==> src/hw/rtl/ial_pkg.sv <==
// Shared types for the indexed array list: opcodes, status codes, beat structs,
// and the command/status bundles between controller and datapath. No dependencies.
package ial_pkg;

  localparam int POS_W   = 5;
  localparam int VALUE_W = 32;
  localparam int COUNT_W = 5;

  typedef enum logic [2:0] {
    OP_PUSH   = 3'd0,
    OP_POP    = 3'd1,
    OP_INSERT = 3'd2,
    OP_ERASE  = 3'd3,
    OP_READ   = 3'd4,
    OP_WRITE  = 3'd5,
    OP_RESIZE = 3'd6,
    OP_CLEAR  = 3'd7
  } op_t;

  typedef enum logic [1:0] {
    ST_OK    = 2'd0,
    ST_RANGE = 2'd1,
    ST_FULL  = 2'd2
  } status_t;

  typedef struct packed {
    op_t                operation;
    logic [POS_W-1:0]   position;
    logic [VALUE_W-1:0] value;
  } req_t;

  typedef struct packed {
    logic [VALUE_W-1:0] read_data;
    status_t            status;
    logic [COUNT_W-1:0] count;
    logic               is_empty;
  } rsp_t;

  // Write address/data source
  typedef enum logic [2:0] {
    WR_PUSH = 3'd0,  // mem[count] <= value
    WR_POS  = 3'd1,  // mem[pos]   <= value
    WR_UP   = 3'd2,  // mem[idx+1] <= rdata
    WR_DN   = 3'd3,  // mem[idx-1] <= rdata
    WR_FILL = 3'd4   // mem[idx]   <= value
  } wsel_t;

  typedef enum logic [2:0] {
    IDX_HOLD     = 3'd0,
    IDX_TOP      = 3'd1,  // count - 1
    IDX_NEXT_POS = 3'd2,  // pos + 1
    IDX_COUNT    = 3'd3,
    IDX_INC      = 3'd4,
    IDX_DEC      = 3'd5
  } idx_cmd_t;

  typedef enum logic [2:0] {
    CNT_HOLD = 3'd0,
    CNT_INC  = 3'd1,
    CNT_DEC  = 3'd2,
    CNT_POS  = 3'd3,
    CNT_ZERO = 3'd4
  } cnt_cmd_t;

  typedef struct packed {
    logic     capture;
    logic     decode;
    logic     rd_en;
    logic     rd_at_pos;
    logic     wr_en;
    wsel_t    wsel;
    idx_cmd_t idx_cmd;
    cnt_cmd_t cnt_cmd;
    logic     load_rsp;
  } ctl_cmd_t;

  typedef struct packed {
    op_t  op;
    logic ok;
    logic count_nz;
    logic pos_eq_count;
    logic pos_eq_last;
    logic pos_gt_count;
    logic idx_eq_pos;
    logic idx_eq_last;
    logic idx_eq_pos_m1;
  } ctl_sts_t;

endpackage

==> src/hw/rtl/ial_ctrl.sv <==
// Sequencer for the indexed array list: one-hot FSM driving the datapath.
// Depends on ial_pkg.
module ial_ctrl import ial_pkg::*; (
  input  logic     clk,
  input  logic     rst,
  input  logic     req_valid,
  output logic     req_ready,
  output logic     rsp_valid,
  input  logic     rsp_ready,
  input  ctl_sts_t sts,
  output ctl_cmd_t cmd
);

  typedef enum logic [8:0] {
    S_IDLE   = 9'b000000001,
    S_DECODE = 9'b000000010,
    S_UP_RD  = 9'b000000100,
    S_UP_WR  = 9'b000001000,
    S_UP_INS = 9'b000010000,
    S_DN_RD  = 9'b000100000,
    S_DN_WR  = 9'b001000000,
    S_FILL   = 9'b010000000,
    S_FINISH = 9'b100000000
  } state_t;

  state_t state, state_next;

  always_comb begin
    cmd        = '0;
    state_next = state;
    case (state)
      S_IDLE: begin
        if (req_valid) begin
          cmd.capture = 1'b1;
          state_next  = S_DECODE;
        end
      end
      S_DECODE: begin
        cmd.decode = 1'b1;
        state_next = S_FINISH;
        if (sts.ok) begin
          case (sts.op)
            OP_PUSH: begin
              cmd.wr_en   = 1'b1;
              cmd.wsel    = WR_PUSH;
              cmd.cnt_cmd = CNT_INC;
            end
            OP_POP: begin
              if (sts.count_nz) begin
                cmd.cnt_cmd = CNT_DEC;
              end
            end
            OP_INSERT: begin
              if (sts.pos_eq_count) begin
                cmd.wr_en   = 1'b1;
                cmd.wsel    = WR_POS;
                cmd.cnt_cmd = CNT_INC;
              end else begin
                cmd.idx_cmd = IDX_TOP;
                state_next  = S_UP_RD;
              end
            end
            OP_ERASE: begin
              if (sts.pos_eq_last) begin
                cmd.cnt_cmd = CNT_DEC;
              end else begin
                cmd.idx_cmd = IDX_NEXT_POS;
                state_next  = S_DN_RD;
              end
            end
            OP_READ: begin
              cmd.rd_en     = 1'b1;
              cmd.rd_at_pos = 1'b1;
            end
            OP_WRITE: begin
              cmd.wr_en = 1'b1;
              cmd.wsel  = WR_POS;
            end
            OP_RESIZE: begin
              if (sts.pos_gt_count) begin
                cmd.idx_cmd = IDX_COUNT;
                state_next  = S_FILL;
              end else begin
                cmd.cnt_cmd = CNT_POS;
              end
            end
            OP_CLEAR: begin
              cmd.cnt_cmd = CNT_ZERO;
            end
            default: begin
              cmd.cnt_cmd = CNT_HOLD;
            end
          endcase
        end
      end
      S_UP_RD: begin
        cmd.rd_en  = 1'b1;
        state_next = S_UP_WR;
      end
      S_UP_WR: begin
        cmd.wr_en = 1'b1;
        cmd.wsel  = WR_UP;
        if (sts.idx_eq_pos) begin
          state_next = S_UP_INS;
        end else begin
          cmd.idx_cmd = IDX_DEC;
          state_next  = S_UP_RD;
        end
      end
      S_UP_INS: begin
        cmd.wr_en   = 1'b1;
        cmd.wsel    = WR_POS;
        cmd.cnt_cmd = CNT_INC;
        state_next  = S_FINISH;
      end
      S_DN_RD: begin
        cmd.rd_en  = 1'b1;
        state_next = S_DN_WR;
      end
      S_DN_WR: begin
        cmd.wr_en = 1'b1;
        cmd.wsel  = WR_DN;
        if (sts.idx_eq_last) begin
          cmd.cnt_cmd = CNT_DEC;
          state_next  = S_FINISH;
        end else begin
          cmd.idx_cmd = IDX_INC;
          state_next  = S_DN_RD;
        end
      end
      S_FILL: begin
        cmd.wr_en = 1'b1;
        cmd.wsel  = WR_FILL;
        if (sts.idx_eq_pos_m1) begin
          cmd.cnt_cmd = CNT_POS;
          state_next  = S_FINISH;
        end else begin
          cmd.idx_cmd = IDX_INC;
        end
      end
      S_FINISH: begin
        if (!rsp_valid || rsp_ready) begin
          cmd.load_rsp = 1'b1;
          state_next   = S_IDLE;
        end
      end
      default: begin
        state_next = S_IDLE;
      end
    endcase
  end

  assign req_ready = (state == S_IDLE);

  always_ff @(posedge clk) begin
    if (rst) begin
      state     <= S_IDLE;
      rsp_valid <= 1'b0;
    end else begin
      state <= state_next;
      if (cmd.load_rsp) begin
        rsp_valid <= 1'b1;
      end else if (rsp_ready) begin
        rsp_valid <= 1'b0;
      end
    end
  end

endmodule

==> src/hw/rtl/ial_datapath.sv <==
// Datapath for the indexed array list: element memory, count, walk index,
// status decode and the result register. Depends on ial_pkg.
module ial_datapath import ial_pkg::*; #(
  parameter int CAPACITY   = 16,
  parameter int DATA_WIDTH = 32
) (
  input  logic     clk,
  input  logic     rst,
  input  req_t     req,
  input  ctl_cmd_t cmd,
  output ctl_sts_t sts,
  output rsp_t     rsp
);

  localparam int CW = $clog2(CAPACITY + 1);
  localparam int IW = $clog2(CAPACITY);
  localparam int XW = (CW > POS_W) ? CW : POS_W;
  localparam int VW = (DATA_WIDTH > VALUE_W) ? DATA_WIDTH : VALUE_W;

  op_t                   op;
  logic [POS_W-1:0]      pos;
  logic [DATA_WIDTH-1:0] val;
  status_t               st;
  status_t               st_calc;
  logic [CW-1:0]         count;
  logic [IW-1:0]         idx;
  logic [DATA_WIDTH-1:0] mem [CAPACITY];
  logic [DATA_WIDTH-1:0] rdata;

  logic [XW-1:0]         pos_x, cnt_x, idx_x, last_x, cap_x;
  logic [VW-1:0]         in_val_x, rd_x;
  logic [IW-1:0]         waddr, raddr;
  logic [DATA_WIDTH-1:0] wdata;

  assign pos_x    = XW'(pos);
  assign cnt_x    = XW'(count);
  assign idx_x    = XW'(idx);
  assign last_x   = cnt_x - XW'(1);
  assign cap_x    = XW'(CAPACITY);
  assign in_val_x = VW'(req.value);
  assign rd_x     = VW'(rdata);

  always_comb begin
    st_calc = ST_OK;
    case (op)
      OP_PUSH:   if (cnt_x >= cap_x) st_calc = ST_FULL;
      OP_POP:    st_calc = ST_OK;
      OP_INSERT: begin
        if (pos_x > cnt_x) begin
          st_calc = ST_RANGE;
        end else if (cnt_x >= cap_x) begin
          st_calc = ST_FULL;
        end
      end
      OP_ERASE, OP_READ, OP_WRITE: if (pos_x >= cnt_x) st_calc = ST_RANGE;
      OP_RESIZE: if (pos_x > cap_x) st_calc = ST_FULL;
      OP_CLEAR:  st_calc = ST_OK;
      default:   st_calc = ST_OK;
    endcase
  end

  assign sts.op            = op;
  assign sts.ok            = (st_calc == ST_OK);
  assign sts.count_nz      = (count != '0);
  assign sts.pos_eq_count  = (pos_x == cnt_x);
  assign sts.pos_eq_last   = (pos_x == last_x);
  assign sts.pos_gt_count  = (pos_x > cnt_x);
  assign sts.idx_eq_pos    = (idx_x == pos_x);
  assign sts.idx_eq_last   = (idx_x == last_x);
  assign sts.idx_eq_pos_m1 = (idx_x == (pos_x - XW'(1)));

  always_comb begin
    case (cmd.wsel)
      WR_PUSH: begin
        waddr = count[IW-1:0];
        wdata = val;
      end
      WR_POS: begin
        waddr = pos_x[IW-1:0];
        wdata = val;
      end
      WR_UP: begin
        waddr = idx + IW'(1);
        wdata = rdata;
      end
      WR_DN: begin
        waddr = idx - IW'(1);
        wdata = rdata;
      end
      WR_FILL: begin
        waddr = idx;
        wdata = val;
      end
      default: begin
        waddr = idx;
        wdata = val;
      end
    endcase
  end

  assign raddr = cmd.rd_at_pos ? pos_x[IW-1:0] : idx;

  always_ff @(posedge clk) begin
    if (cmd.wr_en) begin
      mem[waddr] <= wdata;
    end
    if (cmd.rd_en) begin
      rdata <= mem[raddr];
    end
  end

  always_ff @(posedge clk) begin
    if (cmd.capture) begin
      op  <= req.operation;
      pos <= req.position;
      val <= in_val_x[DATA_WIDTH-1:0];
    end
    if (cmd.decode) begin
      st <= st_calc;
    end
    case (cmd.idx_cmd)
      IDX_TOP:      idx <= last_x[IW-1:0];
      IDX_NEXT_POS: idx <= pos_x[IW-1:0] + IW'(1);
      IDX_COUNT:    idx <= count[IW-1:0];
      IDX_INC:      idx <= idx + IW'(1);
      IDX_DEC:      idx <= idx - IW'(1);
      default:      idx <= idx;
    endcase
    if (cmd.load_rsp) begin
      rsp.read_data <= (op == OP_READ && st == ST_OK) ? rd_x[VALUE_W-1:0] : '0;
      rsp.status    <= st;
      rsp.count     <= cnt_x[COUNT_W-1:0];
      rsp.is_empty  <= (count == '0);
    end
  end

  always_ff @(posedge clk) begin
    if (rst) begin
      count <= '0;
    end else begin
      case (cmd.cnt_cmd)
        CNT_INC:  count <= count + CW'(1);
        CNT_DEC:  count <= count - CW'(1);
        CNT_POS:  count <= pos_x[CW-1:0];
        CNT_ZERO: count <= '0;
        default:  count <= count;
      endcase
    end
  end

endmodule

==> src/hw/rtl/indexed_array_list.sv <==
// Indexed array list: one response beat per request beat, one op in flight at a time.
// Every op is captured in idle, decoded, then answered from the finish state, which waits for
// rsp_ready while an older response is still held. Insert below count first walks entries up from
// the top and then writes at pos; erase walks entries down from pos+1; grow resize fills with value.
// Shifts move one entry per read/write pair on the single-port element memory.
// Reset (rst, synchronous) empties the list and drops any pending response.
module indexed_array_list import ial_pkg::*; #(
  parameter int CAPACITY   = 16,
  parameter int DATA_WIDTH = 32
) (
  input  logic clk,
  input  logic rst,
  input  logic req_valid,
  output logic req_ready,
  input  req_t req,
  output logic rsp_valid,
  input  logic rsp_ready,
  output rsp_t rsp
);

  ctl_cmd_t cmd;
  ctl_sts_t sts;

  ial_ctrl u_ctrl (
    .clk       (clk),
    .rst       (rst),
    .req_valid (req_valid),
    .req_ready (req_ready),
    .rsp_valid (rsp_valid),
    .rsp_ready (rsp_ready),
    .sts       (sts),
    .cmd       (cmd)
  );

  ial_datapath #(
    .CAPACITY   (CAPACITY),
    .DATA_WIDTH (DATA_WIDTH)
  ) u_datapath (
    .clk (clk),
    .rst (rst),
    .req (req),
    .cmd (cmd),
    .sts (sts),
    .rsp (rsp)
  );

endmodule

==> config.mk <==
export PLATFORM = sky130hd
export DESIGN_NAME = indexed_array_list
export DESIGN_NICKNAME = d
export VERILOG_FILES = /design/src/hw/rtl/ial_pkg.sv /design/src/hw/rtl/ial_ctrl.sv /design/src/hw/rtl/ial_datapath.sv /design/src/hw/rtl/indexed_array_list.sv
export SDC_FILE = /design/constraint.sdc
export NUM_CORES = 1
export LEC_CHECK = 0
export BUFFER_PORTS_ARGS = -buffer_cell sky130_fd_sc_hd__buf_2
export CAP_MARGIN = 20
export CORE_MARGIN = 2
export CORE_UTILIZATION = 35
export CTS_BUF_LIST = sky130_fd_sc_hd__clkbuf_4 sky130_fd_sc_hd__clkbuf_8
export CTS_CLUSTER_DIAMETER = 50
export DETAILED_ROUTE_END_ITERATION = 8
export GPL_TIMING_DRIVEN = 0
export HOLD_SLACK_MARGIN = 0.12
export PLACE_DENSITY = 0.59
export SLEW_MARGIN = 20
export SYNTH_ARGS = -nofsm -noshare
export SYNTH_HDL_FRONTEND = slang
export SYNTH_SLANG_ARGS = --single-unit
==> constraint.sdc <==
create_clock -name clk -period 6.5 [get_ports clk]
set_clock_uncertainty 0.2 [all_clocks]
set_input_delay 0.325 -clock clk [delete_from_list [all_inputs] [get_ports clk]]
set_output_delay 0.325 -clock clk [all_outputs]
set_load 0.005 [all_outputs]
After elaboration in Yosys (flattened, before gate mapping). Memory sizes are Yosys's and may differ from the RTL's. A register that Yosys moved wholly into a read port is not among the register bits. Index checks and enable logic that the tools add are counted.

Memories: 1. Bits of input ports: 44. Output and inout port bits: 42. Bits in writable memories: 512. Register bits after elaboration: 101.

Reduce and logical (&&, ||, !) cells: 17. Eq/ne operators: 36. Add/sub/neg operators: 6. Magnitude comparators: 4. Mux-type cells: 53.

Memory list: u_datapath.mem (depth 16, width 32, rd ports 1, clocked after memory_dff 1, write ports 1, RTL line ial_datapath.sv:27) `logic [DATA_WIDTH-1:0] mem [CAPACITY];`.

Operator list (number): 9-bit one-hot mux with 9 select lines (1); 9-bit 2-to-1 mux (8); 4-bit one-hot mux with 5 select lines (2); 32-bit 2-to-1 mux (1); 9-bit one-hot mux with 3 select lines (1); 3-bit by 2-bit equality test with 1-bit output, second input constant (8); 3-bit one-hot mux with 4 select lines (2); 2-bit 2-to-1 mux (11); 3-bit equality test, second input constant (7); 5-bit one-hot mux with 4 select lines (1); 3-bit one-hot mux with 6 select lines (1); 4-bit one-hot mux with 4 select lines (1); 4-bit by 5-bit equality test with 1-bit output (3); 1-bit 2-to-1 mux (13); 3-bit by 1-bit equality test with 1-bit output, second input constant (4); 12-bit 2-to-1 mux (1); 4-bit one-hot mux with 3 select lines (1); 5-bit equality test (2); 2-bit one-hot mux with 5 select lines (1); 5-bit nonzero test (2); 5-bit by 1-bit subtractor with 5-bit output, second input constant (2); 9-bit by 1-bit equality test with 1-bit output, second input constant (1); 9-bit by 2-bit equality test with 1-bit output, second input constant (1); 9-bit by 3-bit equality test with 1-bit output, second input constant (1); other kinds (31) (40).

Depth between registers and ports, before layout.
Word-level depth: 10. Mapped depth: 14. Depth with buffers taken out: 11.

Modules after synthesis. Synthesis repeated with hierarchy kept, for this count alone.

Cells, all modules: 1618. Area total of the unflattened synthesis: 26101.3 µm².

By module, submodules not included: ial_datapath (cells each 1501, area an instance 25207.9 µm², times used 1); ial_ctrl (cells each 117, area an instance 893.4 µm², times used 1).

Worst setup path after synthesis. Ideal clock, no wire load.

Kind: register to register. Start: register u_datapath.pos[1]. End: memory u_datapath.mem[10][0], enable pin. Stages on the path, launching flop included: 12. Path slack: 1.832 ns. Data arrival time: 4.047 ns. Clock period less this slack: 4.668 ns. Required time: 5.879 ns. Cell sequence: edfxtp_1 buf_1 inv_1 ha_1 nor3b_1 o21a_1 o21a_4 nand3_1 a32oi_1 a21oi_1 or3b_2 nor2_1.

Longest elaborated chain between the ends: 8. Elaborated cells between the ends (all ways): 20. Classes of those cells: order compare (3); eq/ne (4); mux (11); reduce/logical (2).

Ends and longest elaborated chain: start, declared (RTL line ial_datapath.sv:21) `logic [POS_W-1:0] pos;`; start signal, assigned (RTL line ial_datapath.sv:115) `pos <= req.position;`; 5-bit greater-or-equal comparator, or another cell as far along (RTL line ial_datapath.sv:55) `OP_ERASE, OP_READ, OP_WRITE: if (pos_x >= cnt_x) st_calc = ST_RANGE;`; 1-bit 2-to-1 mux, or another cell as far along (RTL line ial_datapath.sv:55); 2-bit one-hot mux with 5 select lines (RTL line ial_datapath.sv:45) `case (op)`; 2-bit logical NOT (RTL line ial_datapath.sv:63) `assign sts.ok = (st_calc == ST_OK);`; 12-bit 2-to-1 mux (RTL line ial_ctrl.sv:41) `if (sts.ok) begin`; 4-bit one-hot mux with 5 select lines (RTL line ial_ctrl.sv:31) `case (state)`; 3-bit by 2-bit equality test with 1-bit output, or another cell as far along (RTL line ial_datapath.sv:73) `case (cmd.wsel)`; 4-bit one-hot mux with 4 select lines / 1-bit 2-to-1 mux (equally long branches) (RTL line ial_datapath.sv:73, ial_datapath.sv:105); end, declared (RTL line ial_datapath.sv:27).

Several ways; a longest one is shown, not always the timed one.

Final worst setup path.
Start: register u_datapath.pos[1]. End: register u_datapath.rdata[23], in the netlist u_datapath.rd_x[23], read port of u_datapath.mem, data pin.

Longest elaborated chain between the ends: 7. Elaborated cells between the ends (all ways): 12. Classes of those cells: order compare (3); mux (8); reduce/logical (1).

Ends and longest elaborated chain: 5-bit greater-or-equal comparator, or another cell as far along (RTL line ial_datapath.sv:55); 1-bit 2-to-1 mux, or another cell as far along (RTL line ial_datapath.sv:55); 2-bit one-hot mux with 5 select lines (RTL line ial_datapath.sv:45); 2-bit logical NOT (RTL line ial_datapath.sv:63); 12-bit 2-to-1 mux (RTL line ial_ctrl.sv:41); 1-bit 2-to-1 mux (RTL line ial_ctrl.sv:31); 4-bit 2-to-1 mux (RTL line ial_datapath.sv:101) `assign raddr = cmd.rd_at_pos ? pos_x[IW-1:0] : idx;`; end, declared (RTL line ial_datapath.sv:28) `logic [DATA_WIDTH-1:0] rdata;`.

Several ways; a longest one is shown, not always the timed one. A chain may end at the register's enable or synchronous reset.

==> impl_metrics.ini <==
[run_status]
status = complete, no violations

[synth]
yosys-top-cells-area = edfxtp_1 72%, mux2i_1 9.9%, o22ai_1 3.1%
synthesis.instances = 1559
yosysWarnings = 0
synth.avg_cell_area_um2 = 16.79
synth_top_flop_cell = edfxtp_1
syn-num-nets = 1616
synth.distinct_cells = 73
async_reset_ff_share_pct = 0
ys_ff_latch = 645
yosysSeqAreaShare_pct = 73.43
syn_area_um2 = 26170
yosys.area.top_type = edfxtp_1
synth_top_area_share_pct = 72.28
synth_edf_count = 630

[power]
p_switching_mw = 1.834
swShare_pct = 21.67
clockPowerShare_pct = 41.1
p_seq_share_pct = 54.8
p_leak_nw = 10.96
p_int_mw = 6.631
vdd_drop_max_mv = 0.1327
combPwrFrac_pct = 4.1
power_density_nw_per_um2 = 267.5

[global_routing]
first_global_vias = 15600
grt_overflow = 0
grt_pass1_wl_um = 107100
grt_use_total_pct = 19.07
antenna_found_initial = 1
grt_max_degree = 27

[critical_path]
cp_slowest_cell = clkbuf_1
slowest_delay_ns = 0.84
worstPathMaxFanout = 10
cp.required_ns = 6.74
start_kind = register
path_class = reg2reg
cp_cell_sequence = buf_1 > inv_1 > ha_1 > nor3b_1 > o21a_1 > o21a_4 > and3_1 > buf_6 > buf_12 > a21oi_1 > clkbuf_1 > o22ai_1 > or4_1
critPathArrivalTime_ns = 5.51
end_kind = register

[floorplan]
initial_core_util_pct = 35.28
core_um2 = 74200
std_cell_rows = 100
die_h_um = 277.5
die_w_um = 277.5
num_io_pins = 86
die-area_um2 = 76990

[place]
place_ws_ns = 1.330
place.gp.congestion = 0.8824
portBuffers = 85
dpl-instance-area_um2 = 28770
dp_hpwl_um = 48060

[clock_tree]
cts_buffers = 106
cts.sinks = 645
cts_buffer_depth = 3
path_clk_slew_ns = 0.06
htreeDepth = 3
clockRootBuffer = clkbuf_8
cts_tree = done
clkLatencyLatePin_ns = 0.71

[layout]
nets = 1921
area_growth_pct = 20.91
final_area_um2 = 31650
multiInputGateArea_um2 = 6615
most-common-layout-cells = 630 x edfxtp_1, 258 x mux2i_1, 133 x buf_2
drive_gt1_share_pct = 22.11
fillers = 6567
final_common_cell = edfxtp_1
seqCellArea_um2 = 19220

[route]
vias_per_cell = 5.350
drt_iter0_drc = 1483
routed_wl_um = 74640
detail_route.first_pass.iterations = 6
drc = 0
via_count = 15590
wire_per_inst_um = 25.60
ant_nets = 0

[timing]
fin_crit_sh_pct = 81.06
max_slew_margin_pct = 28.54
slew_viol_final = 0
clock.fmax_ghz = 0.1898
final-setup-viol-count = 0
tightest_slew_ns = 1.072
worst_slack_ns = 1.231
rsz0062_at_grt = false
fin_crit_ns = 5.269
hold_viol = 0
fin_tns_setup_ns = 0

[hold_path]
hp-class = in2reg

[flow_run]
max_cap_violations = 0
-- through the flow --
step           hold WS (ns)  util (%)  instances  power, mW
6_report             0.1685     42.65       2915      8.465
5_1_grt              0.1606     42.65       2915      8.753
4_1_cts              0.1223     42.63       2914      8.535
3_5_place_dp         0.2666     38.78       2647      5.032
3_3_place_gp         0.2460     37.48       2613      5.017
2_1_floorplan        0.2239         -       1559      4.908
-- critical path, delay by kind of cell (launching register included) --
kind	cells	cell delay (ns)
buffers and inverters	5	1.93
AOI/OAI and AO/OA	4	1.15
and+or+nand+nor	3	0.89
DFF	1	0.57
adders and majority gates	1	0.24
-- routing by layer --
layer / vias to the layer above / routed length (um) / part of all wire, % / global-route usage [%]
met4: 0 / 1152 / 1.5 / 5.254
met1: 7971 / 31300 / 42 / 25.36
met3: 83 / 5439 / 7.3 / 3.083
li1: 6887 / - / - / -
met2: 653 / 36740 / 49 / 32.32
met5: - / 0 / 0 / 0
-- flip-flops by register name, summed over array words and instances (netlist names) --
register and cells:
u_datapath.st 2, u_datapath.rd_x 32, u_datapath.mem 512, u_datapath.pos 5, u_ctrl.rsp_valid 1, u_datapath.rsp 40, u_datapath.val 32, u_ctrl.state 9
u_datapath.op 3, u_datapath.cnt_x 5, u_datapath.idx 4
-- final cells by class --
type / count / share of cell area, %
Clock inverter: 37 / 0.8184
Sequential cell: 645 / 60.73
Multi-Input combinational cell: 815 / 20.90
Clock buffer: 152 / 5.760
Buffer: 79 / 1.336
Inverter: 20 / 0.2412
Tap cell: 969 / 3.831
Antenna cell: 1 / 0.007907
Timing Repair Buffer: 197 / 6.373
-- kinds of logic (layout without fill, tap and decap cells) --
logic type,after synthesis,in the layout,share of synthesized area [%]
muxes,290,290,11.24
xor gates and xnor gates,27,27,0.9608
adders and majority gates,13,13,0.6215
other,0,1,0
buffers and inverters,99,485,1.907
DFF,645,645,73.43
and+or+nand+nor,260,260,5.861
AOI/OAI and AO/OA,225,225,5.980
-- repair_timing --
action / 4_1_cts / 5_1_grt
endpoints found under the setup margin: 0 / 0
hold endpoints to repair: 76 / 0
hold buffers: 78 / 0
gates resized for setup: 0 / 0
buffers inserted: 0 / 0
-- path summary, 6_finish.rpt --
kind,startpoint,to,slack (ns),cells after the start
max,u_datapath.pos[1],u_datapath.rd_x[23],1.23,13
min reg2reg,u_datapath.st[0],u_datapath.rsp[6],0.28,0
min,req[6],u_datapath.val[6],0.17,2
max reg2reg,u_datapath.pos[1],u_datapath.rd_x[23],1.23,13
-- power by group through the flow --
stage	combinational, mW	sequential [mW]	clock, mW
after floorplan	0.194	4.71	0
after CTS	0.345	4.64	3.55
after global routing	0.375	4.64	3.74
after detailed placement	0.308	4.72	0
final	0.346	4.64	3.48
after global placement	0.290	4.73	0
-- synth_stat cells, types with 15 or more instances --
cell type  count
a21oi_1       21
and2_1        33
buf_2         48
clkbuf_1      18
dfxtp_1       15
edfxtp_1     630
inv_1         19
mux2_2        32
mux2i_1      258
nand2_1       26
nand3_1       24
nor2_1        49
nor3_1        16
o21ai_0       18
o22ai_1      129
or4_1         33
No activity file was read; power rests on OpenSTA's default activity.
